<file path="config.mk">
export PLATFORM = sky130hd
export DESIGN_NAME = gbd_ram
export DESIGN_NICKNAME = d
export VERILOG_FILES = /design/src/sv/gbd_pkg.sv /design/src/sv/gbd_ram.sv
export SDC_FILE = /design/constraint.sdc
export NUM_CORES = 1
export LEC_CHECK = 0
export BUFFER_PORTS_ARGS = -buffer_cell sky130_fd_sc_hd__buf_2
export CAP_MARGIN = 40
export CORE_MARGIN = 8
export CORE_UTILIZATION = 41
export CTS_BUF_LIST = sky130_fd_sc_hd__clkbuf_4
export CTS_CLUSTER_DIAMETER = 80
export CTS_CLUSTER_SIZE = 28
export DETAILED_ROUTE_END_ITERATION = 8
export SLEW_MARGIN = 20
export SYNTH_ARGS = -nofsm -noshare
export SYNTH_HDL_FRONTEND = slang
export SYNTH_SLANG_ARGS = --single-unit
</file>
<file path="constraint.sdc">
create_clock -name clk_i -period 5.2 [get_ports clk_i]
set_input_delay 0.78 -clock clk_i [delete_from_list [all_inputs] [get_ports clk_i]]
set_output_delay 0.78 -clock clk_i [all_outputs]
set_load 0.02 [all_outputs]
</file>
<file path="src/sv/gbd_pkg.sv">
`timescale 1ns / 1ps

package gbd_pkg;

  localparam int unsigned NodesDef   = 64;
  localparam int unsigned EntriesDef = 256;
  localparam int unsigned NodeW      = 6;

  typedef enum logic [1:0] {
    OP_ADD = 2'd0,
    OP_BFS = 2'd1,
    OP_DFS = 2'd2
  } op_e;

  typedef enum logic [1:0] {
    ST_NODE   = 2'd0,
    ST_STORED = 2'd1,
    ST_FULL   = 2'd2
  } status_e;

  typedef struct packed {
    logic [1:0]       op;
    logic [NodeW-1:0] first_node;
    logic [NodeW-1:0] second_node;
    logic             one_way;
  } in_item_t;

  typedef struct packed {
    logic [1:0]       status;
    logic [NodeW-1:0] visited_node;
    logic             last;
  } out_item_t;

endpackage

</file>
<file path="src/sv/gbd_ram.sv">
`timescale 1ns / 1ps

// Simple dual-port RAM, one write and one registered read per cycle.
module gbd_ram import gbd_pkg::*; #(
  parameter int unsigned Width = 8,
  parameter int unsigned Depth = 16
) (
  input  logic                     clk_i,
  input  logic                     we_i,
  input  logic [$clog2(Depth)-1:0] waddr_i,
  input  logic [Width-1:0]         wdata_i,
  input  logic [$clog2(Depth)-1:0] raddr_i,
  output logic [Width-1:0]         rdata_o
);

  logic [Width-1:0] mem_q [Depth];

  always_ff @(posedge clk_i) begin
    if (we_i) begin
      mem_q[waddr_i] <= wdata_i;
    end
    rdata_o <= mem_q[raddr_i];
  end

endmodule

</file>
# Word-level counts from Yosys, hierarchy flattened
# Memories as Yosys holds them, arrays and structs flattened. A register that Yosys moved wholly into a read port is not among the register bits.
# Index checks and enable logic that the tools add are counted.
# W data, S select, Z words.
dict set report word_totals {
  ramBits 128
  word_cells 3
  mem_count 1
  ff_bits 0
  out_inout_bits 8
  in_bits 18
}
dict set report classes {
  mux 2
}
# memory depth width rd rd_ports_with_merged_regs wr line
set memory_table {}
lappend memory_table {mem_q 16 8 1 1 1 gbd_ram.sv:16} ;# logic [Width-1:0] mem_q [Depth];
# cell n
set ops {}
lappend ops {{$mux W1} 2}

# Logic depth before layout (Yosys ltp)
# Gate-level depths: netlist of run 1.
dict set report logic_depth {
  word_depth 2
  ltp_mapped 5
  mapped_depth_nobuf 3
}

# Worst setup path after synthesis of run 1
# OpenSTA, ideal clock, no wires.
dict set report synth_timing {
  path_type {input-to-reg}
  startpoint {input port waddr_i[2]}
  endpoint {memory mem_q[0][0] (enable)}
  setup_ps 383
  path_stages 2
  arrival_time_ps 1890
  path_buffers 0
  slack_ps 2927
  cell_sequence {or3b_2 nor3_1}
}
# item line
set synth_lines {}
lappend synth_lines {{start, declared} gbd_ram.sv:10} ;# input logic [$clog2(Depth)-1:0] waddr_i,
lappend synth_lines {{end, declared} gbd_ram.sv:16}
# Straight into the memory's write port.

==> results of run 1 <==
-- logic make-up (layout without fill, tap and decap cells) --
kind of cell    Yosys count  after routing  share of synthesized area [%]
simple gates             35             35                          3.184
flops                   136            136                          77.78
buf+inv                  10             71                          1.677
mux                      32             32                          15.02
other cells               0              2                              0
compound gates           16             16                          2.334
-- layer usage --
| layer | global-route usage (%) | vias to the layer above | wire (um) |
|---|---|---|---|
| met3 | 4.201 | 10 | 556 |
| met1 | 16.50 | 1211 | 4464 |
| li1 | - | 1072 | - |
| met2 | 19.57 | 73 | 4786 |
| met4 | 5.524 | 2 | 107 |
| met5 | 0 | - | 8 |
-- report_power, final --
part           internal (mW)  total [mW]  leakage, nW  switching [mW]
Combinational         0.0460       0.118        0.548          0.0716
Clock                  0.266       0.597        0.140           0.331
Sequential              1.22        1.23         1.22         0.00779
Total                   1.54        1.95         1.91           0.411
-- cell usage in the layout, fill, tap and decap left out --
| cell type | synthesis | layout |
|---|---|---|
| a22oi_1 | 16 | 16 |
| and2_1 | 1 | 1 |
| and2b_1 | 1 | 1 |
| buf_2 | 3 | 25 |
| buf_4 | 1 | 14 |
| bufinv_16 | 0 | 1 |
| clkbuf_4 | 0 | 24 |
| clkinv_1 | 0 | 5 |
| clkinv_2 | 0 | 2 |
| dfxtp_1 | 8 | 8 |
| diode_2 | 0 | 2 |
| edfxtp_1 | 128 | 128 |
| mux4_1 | 14 | 14 |
| mux4_2 | 18 | 18 |
| nand2_1 | 9 | 9 |
| nand2b_1 | 2 | 2 |
| nand3_1 | 1 | 1 |
| nand3b_1 | 2 | 2 |
| nor2_1 | 13 | 13 |
| nor2b_1 | 1 | 1 |
| nor3_1 | 4 | 2 |
| nor3_2 | 0 | 2 |
| or3b_2 | 1 | 1 |
-- layout make-up --
cell class              count  area [um^2]
fillers                  1089         6654
flip-flops and latches    136         4004
multi-input cells          83         1067
repair buffers             39        230.2
well taps                 172        215.2
clock buffers              24        180.2
clock inverters             8        58.81
diodes                      2        5.005
-- sequential cells by signal, summed over array words and instances, names as in the netlist --
name,count
mem_q,128
rdata_o,8
-- worst max-delay path, cell delays in order --
cell,delay (ns)
buf_2,0.23
buf_4,0.48
mux4_1,0.61
a22oi_1,0.30
nand2_1,0.12
-- stage by stage --
| stage | std cells | power (mW) | instance area (um^2) | hold slack, ns |
|---|---|---|---|---|
| finish | 464 | 1.946 | 5761 | 0.6582 |
| global placement | 419 | 1.373 | 5429 | 0.6556 |
| CTS | 457 | 1.962 | 5718 | 0.6131 |
| detailed placement | 425 | 1.376 | 5479 | 0.6572 |
| global route | 464 | 2.015 | 5761 | 0.6089 |
| floorplan | 229 | 1.325 | 5147 | 0.6293 |
-- worst max path at each step --
| stage | start | end | slack, ns |
|---|---|---|---|
| floorplan | waddr_i[2] | mem_q[0][0] | 2.93 |
| global placement | waddr_i[2] | mem_q[0][7] | 2.31 |
| detailed placement | raddr_i[0] | rdata_o[5] | 2.53 |
| CTS | raddr_i[0] | rdata_o[5] | 3.09 |
| global route | raddr_i[0] | rdata_o[5] | 3.03 |
| finish | raddr_i[0] | rdata_o[5] | 3.05 |
==> Flow_metrics.wiki, run 1 <==
{| class="wikitable"
! Metric !! Value
|-
| Setup repair after global routing missed its margin || false
|-
| Most instantiated cells after synthesis || edfxtp_1, mux4_2, a22oi_1
|-
| Hold Path Class || in -> reg
|-
| Util after Layout || between 40% and 50%
|-
| Endpoint type of the worst setup path || flop
|-
| Post-synthesis cell type with the largest combined area || edfxtp_1
|-
| Layout overhead on the synthesized area || 11.91%
|-
| Slew HR || approximately 46%
|-
| Peak VDD IR || roughly 94 uV
|-
| Dominant register cell in the synthesized netlist || edfxtp_1
|-
| Worst Reg-to-Reg Cells || 3
|-
| Max Root-Sink Buffers || 2
|-
| Length of the first detailed-routing pass in iterations || 4
|-
| Max Cap Viol || 0
|-
| Final routed wirelength across all metal layers || 9.923 mm
|-
| Worst Skew || about 0.017 ns
|-
| Hold bufs inserted after CTS || 0
|-
| Flip-flop and latch count after synthesis || roughly 140
|-
| Placer congestion estimate || 0.7019
|-
| Worst Path Arrival || between 2 and 3 ns
|-
| Maximum number of pins on one net before global-route repair || 33
|-
| Gate count of the mapped netlist || roughly 230
|-
| Number of warning messages in the yosys log || 0
|-
| Detail Route Antenna Nets || 0
|-
| Mean instance size in the synthesized netlist || 22.48 um^2
|-
| Run status || complete, no violations
|-
| Clock period minus worst slack || 2.152 ns
|-
| Vias per std cell || about 5.1
|-
| Post-CTS clock slew at the launch and capture registers of the worst setup and hold paths || roughly 0.11 ns
|-
| Area of the die || between 15,000 and 20,000 um^2
|-
| Clk_lat worst skew || ~0.5 ns
|-
| HPWL after detailed placement || 6.611 mm
|-
| Initial DRC count || roughly 270
|-
| Syn Std Cell Area || 5147 um^2
|-
| Root buffer cell || clkbuf_4
|-
| Final routed wire length divided by cell count || 21.39 um
|-
| Worst endpoint required time || roughly 5.6 ns
|-
| Library cells used by synthesis || 19
|-
| Ratio of cells with drive above 1 in the final layout || approximately 30%
|-
| Syn_nets || around 250
|-
| Hold worst-path end || mem_q[2][0]
|-
| Pins over their slew limit || 0
|-
| Number of cells upsized or downsized after cts || 0
|-
| Clock sink count || ~140
|-
| Routed vias || around 2.4k
|-
| Worst-case setup slack after placement || about 2.5 ns
|-
| Worst Setup Path Type || in -> reg
|-
| Input/output buffers || 25
|-
| Layout Nets || roughly 300
|-
| Maximum fanout encountered on the critical timing path || 25
|-
| Endpoint of the most critical register-to-register path || rdata_o[5]
|-
| Reg2Reg Launch Point || mem_q[2][5]
|-
| Effective utilization at floorplan || 41.46%
|-
| Clock tree from TritonCTS || built
|-
| Final setup slack of the worst path || 3.048 ns
|-
| Via count of the first global-routing pass || ~2.4k
|-
| Async set-reset flop share out of synthesis || 0%
|-
| Number of buffers added by the clock tree synthesis step || 17
|-
| Top post-synthesis cells by area || edfxtp_1, mux4_2, mux4_1
|-
| Top Ports || 26
|-
| Floorplan Core Area || around 12,000 um^2
|-
| Initial antenna violation count || 3
|-
| Number of cells on the worst hold path || 1
|-
| Count of endpoints failing setup in the final report || 0
|-
| Area fraction of the dominant cell type after synthesis || about three quarters
|-
| Horizontal extent of the die || around 130 um
|-
| Startpoint Class || primary input
|-
| Standard-cell rows || 41
|-
| Remaining routing DRC violations || 0
|-
| Hold violation count in the final report || 0
|-
| All-Layer GR Usage || 12.84%
|-
| Sequential area share after synthesis || between 70 and 80%
|-
| Final worst path period share || a little over 40%
|-
| Clock H-tree levels || 4
|-
| Cell leakage power || around 1.9 nW
|-
| Setup slack of the most critical reg-to-reg path || between 3 and 4 ns
|-
| Power per unit of standard cell area || 337.8 nW/um^2
|-
| Total grt overflow || 0
|-
| Upper clock frequency limit || approximately 460 MHz
|-
| Global-route wire length before repair || approximately 15 mm
|-
| Number of enable-type register cells in the synthesized netlist || ~130
|-
| Transition time of the tightest slew-check pin || roughly 0.8 ns
|-
| Total Negative Setup Slacks || 0 ns
|-
| Launch instance of the worst min-delay path || wdata_i[0]
|-
| Number of buffers inserted by post-CTS setup repair || 0
|-
| Most frequent cell after synthesis || edfxtp_1
|-
| Die Ht || 128.0 um
|}
Power figures use the tool's default switching activity.
==> run 2: changes to the inputs <==
--- a/config.mk
+++ b/config.mk
@@ -5,6 +5,7 @@
 export SDC_FILE = /design/constraint.sdc
 export NUM_CORES = 1
 export LEC_CHECK = 0
+export ABC_AREA = 1
 export BUFFER_PORTS_ARGS = -buffer_cell sky130_fd_sc_hd__buf_2
 export CAP_MARGIN = 40
 export CORE_MARGIN = 8
==> constraint.sdc (replaced) <==
create_clock -name clk_i -period 1.8 [get_ports clk_i]
set_input_delay 0.27 -clock clk_i [delete_from_list [all_inputs] [get_ports clk_i]]
set_output_delay 0.27 -clock clk_i [all_outputs]
set_load 0.02 [all_outputs]
==> Flow_metrics.wiki, run 2 <==
{| class="wikitable"
! Metric !! Value
|-
| Routed vias || about 3.8k
|-
| Maximum fanout encountered on the critical timing path || 1
|-
| Biggest regs || mem_q (128), rdata_o (8)
|-
| Worst Path Arrival || 1.05 ns
|-
| Maximum number of pins on one net before global-route repair || 65
|-
| Layout overhead on the synthesized area || 11.37%
|-
| Root buffer cell || clkbuf_4
|-
| Mean instance size in the synthesized netlist || roughly 10 um^2
|-
| Final instance area || roughly 6400 um^2
|-
| Placer congestion estimate || around 0.8
|-
| Die Ht || ~130 um
|-
| Power per unit of standard cell area || around 950 nW/um^2
|-
| Flip-flop and latch count after synthesis || 136
|-
| Delay of the slowest critical-path stage || 0.36 ns
|-
| Top reg by flops || mem_q
|-
| Most frequent cell after synthesis || nand2_1
|-
| List of cells traversed by the critical path || buf_2
|-
| Setup repair after global routing missed its margin || false
|-
| Most instantiated cells after synthesis || nand2_1, edfxtp_1, inv_1
|-
| Post-CTS clock slew at the launch and capture registers of the worst setup and hold paths || about 0.11 ns
|-
| Async set-reset flop share out of synthesis || 0%
|-
| Pins over their slew limit || 0
|-
| Post-synthesis cell type with the largest combined area || edfxtp_1
|-
| Max Root-Sink Buffers || 2
|-
| Vias per std cell || slightly below 5
|-
| Remaining routing DRC violations || 0
|-
| Global-route wire length before repair || about 20 mm
|-
| All-Layer GR Usage || 14.79%
|-
| Effective utilization at floorplan || a little over two fifths
|-
| Total grt overflow || 0
|-
| Worst endpoint required time || roughly 1.5 ns
|-
| Placed instance area || between 6000 and 7000 um^2
|-
| Fin Hold WS || about 0.1 ns
|-
| Input/output buffers || 25
|-
| Number of buffers added by the clock tree synthesis step || 17
|-
| Library cells used by synthesis || 12
|-
| Top Ports || 26
|-
| Syn Std Cell Area || a little under 6000 um^2
|-
| Hold bufs inserted after CTS || 0
|-
| Layout Nets || about 600
|-
| Slowest-stage cell, CP || dfxtp_1
|-
| Number of warning messages in the yosys log || 0
|-
| Final routed wirelength across all metal layers || between 10 and 15 mm
|-
| Clock sink count || 136
|-
| Clk_lat worst skew || approximately 0.52 ns
|-
| Syn_nets || between 500 and 600
|-
| Most common library cell in the layout ignoring fill and taps || nand2_1
|-
| Number of cells upsized or downsized after cts || 0
|-
| Highest-count cells in the layout ignoring fill and taps || nand2_1, edfxtp_1, inv_1
|-
| Count of endpoints failing setup in the final report || 0
|-
| Hold violation count in the final report || 0
|-
| Endpoint type of the worst setup path || output pin
|-
| Clock period minus worst slack || about 1.3 ns
|-
| Initial DRC count || approximately 290
|-
| Run status || complete, no violations
|-
| Count of buffering cells on the critical path with inverters included || 1
|-
| Slew HR || around 59%
|-
| Horizontal extent of the die || approximately 130 um
|-
| Number of buffers inserted by post-CTS setup repair || 0
|-
| Upper clock frequency limit || around 760 MHz
|-
| Initial antenna violation count || 1
|-
| Number of enable-type register cells in the synthesized netlist || around 130
|-
| Dominant register cell in the synthesized netlist || edfxtp_1
|-
| Final non-filler cell total || between 700 and 800
|-
| Sequential area share after synthesis || a little over two thirds
|-
| HPWL after detailed placement || 7.693 mm
|-
| Total Negative Setup Slacks || 0 ns
|-
| Top post-synthesis cells by area || edfxtp_1, nand2_1, nand3_1
|-
| Detail Route Antenna Nets || 0
|-
| Clock tree from TritonCTS || built
|-
| Floorplan Core Area || between 10,000 and 15,000 um^2
|-
| Clock H-tree levels || 4
|-
| Worst Setup Path Type || reg -> out
|-
| Hold Path Class || in -> reg
|-
| Number of instances in the placed design || roughly 750
|-
| Length of the first detailed-routing pass in iterations || 6
|-
| Gate count of the mapped netlist || 551
|-
| Final worst path period share || roughly 73%
|-
| Worst-case setup slack after placement || just under 0.2 ns
|-
| Family with the most delay on the worst path || flip-flops
|-
| Cell leakage power || between 2 and 3 nW
|-
| Area of the die || 18,120 um^2
|-
| Startpoint Class || flop
|-
| Transition time of the tightest slew-check pin || roughly 0.61 ns
|-
| Max reg flops || 128
|-
| Ratio of cells with drive above 1 in the final layout || around an eighth
|-
| Standard-cell rows || between 40 and 50
|-
| Worst Skew || ~0.015 ns
|-
| Area fraction of the dominant cell type after synthesis || about 67%
|-
| Peak VDD IR || between 600 and 700 uV
|-
| Final setup slack of the worst path || between 0.4 and 0.5 ns
|-
| Via count of the first global-routing pass || 3,770
|-
| Max Cap Viol || 0
|-
| Final routed wire length divided by cell count || 15.93 um
|}
[run 2: cell count changes after synthesis, moves of 14 or more]
cell and change:
a22oi_1 -16, inv_1 +100, nand3_1 +96, mux4_2 -18, nand2_1 +164, mux4_1 -14
[run 2: kinds of logic (layout without fill, tap and decap cells)]
| group | Yosys count | after routing | synth area share [%] |
|---|---|---|---|
| other | 0 | 1 | 0 |
| and+or+nand+nor | 289 | 289 | 21.05 |
| buffers and inverters | 126 | 178 | 9.525 |
| DFF | 136 | 136 | 69.43 |
[run 2: cell type report]
cell class              instances  area [um^2]
clock inverters                13        158.9
diodes                          1        2.502
clock buffers                  19        142.6
flip-flops and latches        136         4004
inverters                     102        382.9
multi-input cells             289         1214
repair buffers                 44        292.8
fillers                      1277         7405
well taps                     180        225.2
[run 2: where the power goes]
| part | total, mW | internal [mW] | switching, mW |
|---|---|---|---|
| Sequential | 3.55 | 3.53 | 0.0205 |
| Clock | 2.10 | 1.10 | 0.997 |
| Combinational | 0.446 | 0.126 | 0.320 |
| Total | 6.10 | 4.76 | 1.34 |
[run 2: layer usage]
layer	wire, um	global-route usage (%)
met2	5817	22.78
met4	282	7.174
met1	5705	18.90
met3	681	4.049
met5	0	0
[run 2: per-stage QoR]
stage | util (%) | total power [mW]
2_1_floorplan | - | 3.899
4_1_cts | 46.43 | 6.177
5_1_grt | 46.45 | 6.359
3_5_place_dp | 44.25 | 4.079
3_3_place_gp | 44.25 | 4.074
6_report | 46.45 | 6.099
[run 2: worst paths after layout]
kind,slack (ns),depth (start not counted),end,from
max,0.48,1,rdata_o[4],rdata_o[4]
min,0.10,3,rdata_o[0],raddr_i[3]
max reg2reg,0.78,6,rdata_o[2],mem_q[1][2]
min reg2reg,0.66,6,rdata_o[4],mem_q[14][4]
==> run 3: changes to the inputs <==
--- a/config.mk
+++ b/config.mk
@@ -5,7 +5,7 @@
 export SDC_FILE = /design/constraint.sdc
 export NUM_CORES = 1
 export LEC_CHECK = 0
-export ABC_AREA = 1
+export ABC_AREA = 0
 export BUFFER_PORTS_ARGS = -buffer_cell sky130_fd_sc_hd__buf_2
 export CAP_MARGIN = 40
 export CORE_MARGIN = 8
==> constraint.sdc (replaced) <==
create_clock -name clk_i -period 1.2 [get_ports clk_i]
set_input_delay 0.18 -clock clk_i [delete_from_list [all_inputs] [get_ports clk_i]]
set_output_delay 0.18 -clock clk_i [all_outputs]
set_load 0.02 [all_outputs]
==> Flow_metrics.wiki, run 3 (same netlist as run 1, synthesis figures left out) <==
{| class="wikitable"
! Metric !! Value
|-
| Endpoint type of the worst setup path || flop
|-
| Hold violation count in the final report || 0
|-
| Ratio of cells with drive above 1 in the final layout || ~45%
|-
| Global-route wire length before repair || between 15 and 20 mm
|-
| Initial DRC count || 221
|-
| Pins over their slew limit || 0
|-
| Hold Path Class || in -> reg
|-
| Filler instances || 1,024
|-
| Final worst path period share || 108.7%
|-
| Via count of the first global-routing pass || about 2.7k
|-
| Final instance area || ~6200 um^2
|-
| Total grt overflow || 0
|-
| Max Cap Viol || 0
|-
| Power per unit of standard cell area || between 1000 and 1500 nW/um^2
|-
| Routed vias || approximately 2.4k
|-
| Hold bufs inserted after CTS || 0
|-
| Clock sink count || about 140
|-
| Die Ht || 128.0 um
|-
| Cell leakage power || 2.056 nW
|-
| Setup slack of the most critical reg-to-reg path || -0.10 ns
|-
| Worst Skew || approximately 0.018 ns
|-
| Final routed wire length divided by cell count || just over 20 um
|-
| Horizontal extent of the die || between 100 and 150 um
|-
| Initial antenna violation count || 1
|-
| Number of buffers added by the clock tree synthesis step || 17
|-
| Clock period minus worst slack || 1.304 ns
|-
| All-Layer GR Usage || a little over an eighth
|-
| Highest-count cells in the layout ignoring fill and taps || edfxtp_1, mux4_2, buf_4
|-
| Clock tree from TritonCTS || built
|-
| Length of the first detailed-routing pass in iterations || 4
|-
| Final routed wirelength across all metal layers || just over 10 mm
|-
| Layout overhead on the synthesized area || 20.98%
|-
| Setup repair after global routing missed its margin || true
|-
| Biggest regs || mem_q (128), rdata_o (8)
|-
| HPWL after detailed placement || between 6 and 7 mm
|-
| Vias per std cell || around 5
|-
| Worst Setup Path Type || reg -> reg
|-
| Clk_lat worst skew || 0.50 ns
|-
| Most common library cell in the layout ignoring fill and taps || edfxtp_1
|-
| Clock H-tree levels || 4
|-
| Post-CTS clock slew at the launch and capture registers of the worst setup and hold paths || 0.12 ns
|-
| Final non-filler cell total || between 400 and 500
|-
| Violated checks || negative setup slack
|-
| Count of endpoints failing setup in the final report || 8
|-
| Root buffer cell || clkbuf_4
|-
| Standard-cell rows || 41
|-
| Transition time of the tightest slew-check pin || 0.8932 ns
|-
| Layout Nets || ~320
|-
| Final setup slack of the worst path || -0.1039 ns
|-
| Worst endpoint required time || ~1.6 ns
|-
| Area of the die || about 16,000 um^2
|-
| Startpoint Class || flop
|-
| Number of buffers inserted by post-CTS setup repair || 0
|-
| Slew HR || slightly above 40%
|-
| Number of instances in the placed design || between 400 and 500
|-
| Fin Hold WS || 0.04450 ns
|-
| Effective utilization at floorplan || about two fifths
|-
| Run status || finished with violations
|-
| Floorplan Core Area || ~12,000 um^2
|-
| Placed instance area || 5824 um^2
|-
| Remaining routing DRC violations || 0
|-
| Max reg flops || 128
|-
| Top Ports || 26
|-
| Input/output buffers || 25
|-
| Placer congestion estimate || 0.7293
|-
| Peak VDD IR || roughly 730 uV
|-
| Top reg by flops || mem_q
|-
| Maximum fanout encountered on the critical timing path || 1
|-
| Worst Path Arrival || between 1.5 and 2 ns
|-
| Upper clock frequency limit || 767.0 MHz
|-
| Detail Route Antenna Nets || 0
|-
| Max Root-Sink Buffers || 2
|-
| Maximum number of pins on one net before global-route repair || 23
|}
==> run 3: changes by cell type in the layout (fill, tap and decap cells not counted), sizes merged, moves of 2 or more <==
cell / previous run / this run
nand3: 97 / 1
clkinv: 9 / 6
inv: 102 / 1
clkinvlp: 0 / 3
nor2: 17 / 13
nand2b: 0 / 2
a22oi: 0 / 16
nand2: 173 / 9
nor3: 0 / 4
mux4: 0 / 32
buf: 44 / 61
==> run 3: repair_timing <==
item,CTS,global route
gates cloned,0,0
endpoints found under the setup margin,16,16
resized for setup,19,9
==> run 3: metal layers <==
| layer | part of all wire [%] | vias to the layer above | track usage (%) |
|---|---|---|---|
| li1 | - | 1104 | - |
| met1 | 45 | 1247 | 17.39 |
| met2 | 49 | 64 | 21.56 |
| met3 | 4.9 | 9 | 3.619 |
| met4 | 1.0 | 0 | 4.615 |
| met5 | 0 | - | 0 |
==> run 3: final cells by class <==
type | count | area (um^2) | area share [%]
sequential | 136 | 4013 | 64.44
multi-input combinational | 83 | 1090 | 17.50
antenna | 1 | 2.502 | 0.04018
timing repair buffer | 61 | 591.8 | 9.504
clock buffer | 18 | 135.1 | 2.170
clock inverter | 14 | 180.2 | 2.893
tap | 172 | 215.2 | 3.456
==> run 3: power breakdown <==
part,switching [mW],total [mW],internal [mW]
Combinational,0.346,0.669,0.322
Clock,1.59,3.25,1.66
Sequential,0.0365,5.34,5.31
==> run 3: critical path, cell delays in order (launching register included) <==
cell and delay, ns:
edfxtp_1 0.39, mux4_2 0.47, a22oi_2 0.25, nand2_1 0.09
==> run 3: final timing paths <==
path | start | end | cells past startpoint
max | mem_q[0][3] | rdata_o[3] | 3
min | wdata_i[7] | mem_q[15][7] | 1
max reg2reg | mem_q[0][3] | rdata_o[3] | 3
min reg2reg | mem_q[14][0] | rdata_o[0] | 3
==> run 3: through the flow <==
| stage | setup TNS (ns) | utilization, % | setup WS [ns] | power (mW) |
|---|---|---|---|---|
| final | -0.4895 | 50.16 | -0.1039 | 9.257 |
| after global routing | -1.109 | 50.16 | -0.1801 | 9.578 |
| after CTS | -0.6159 | 49.93 | -0.1150 | 9.326 |
| after detailed placement | -19.65 | 46.92 | -0.4975 | 6.073 |
| after global placement | -15.78 | 46.92 | -0.4420 | 6.056 |
| after floorplan | -1.221 | - | -0.1131 | 5.775 |
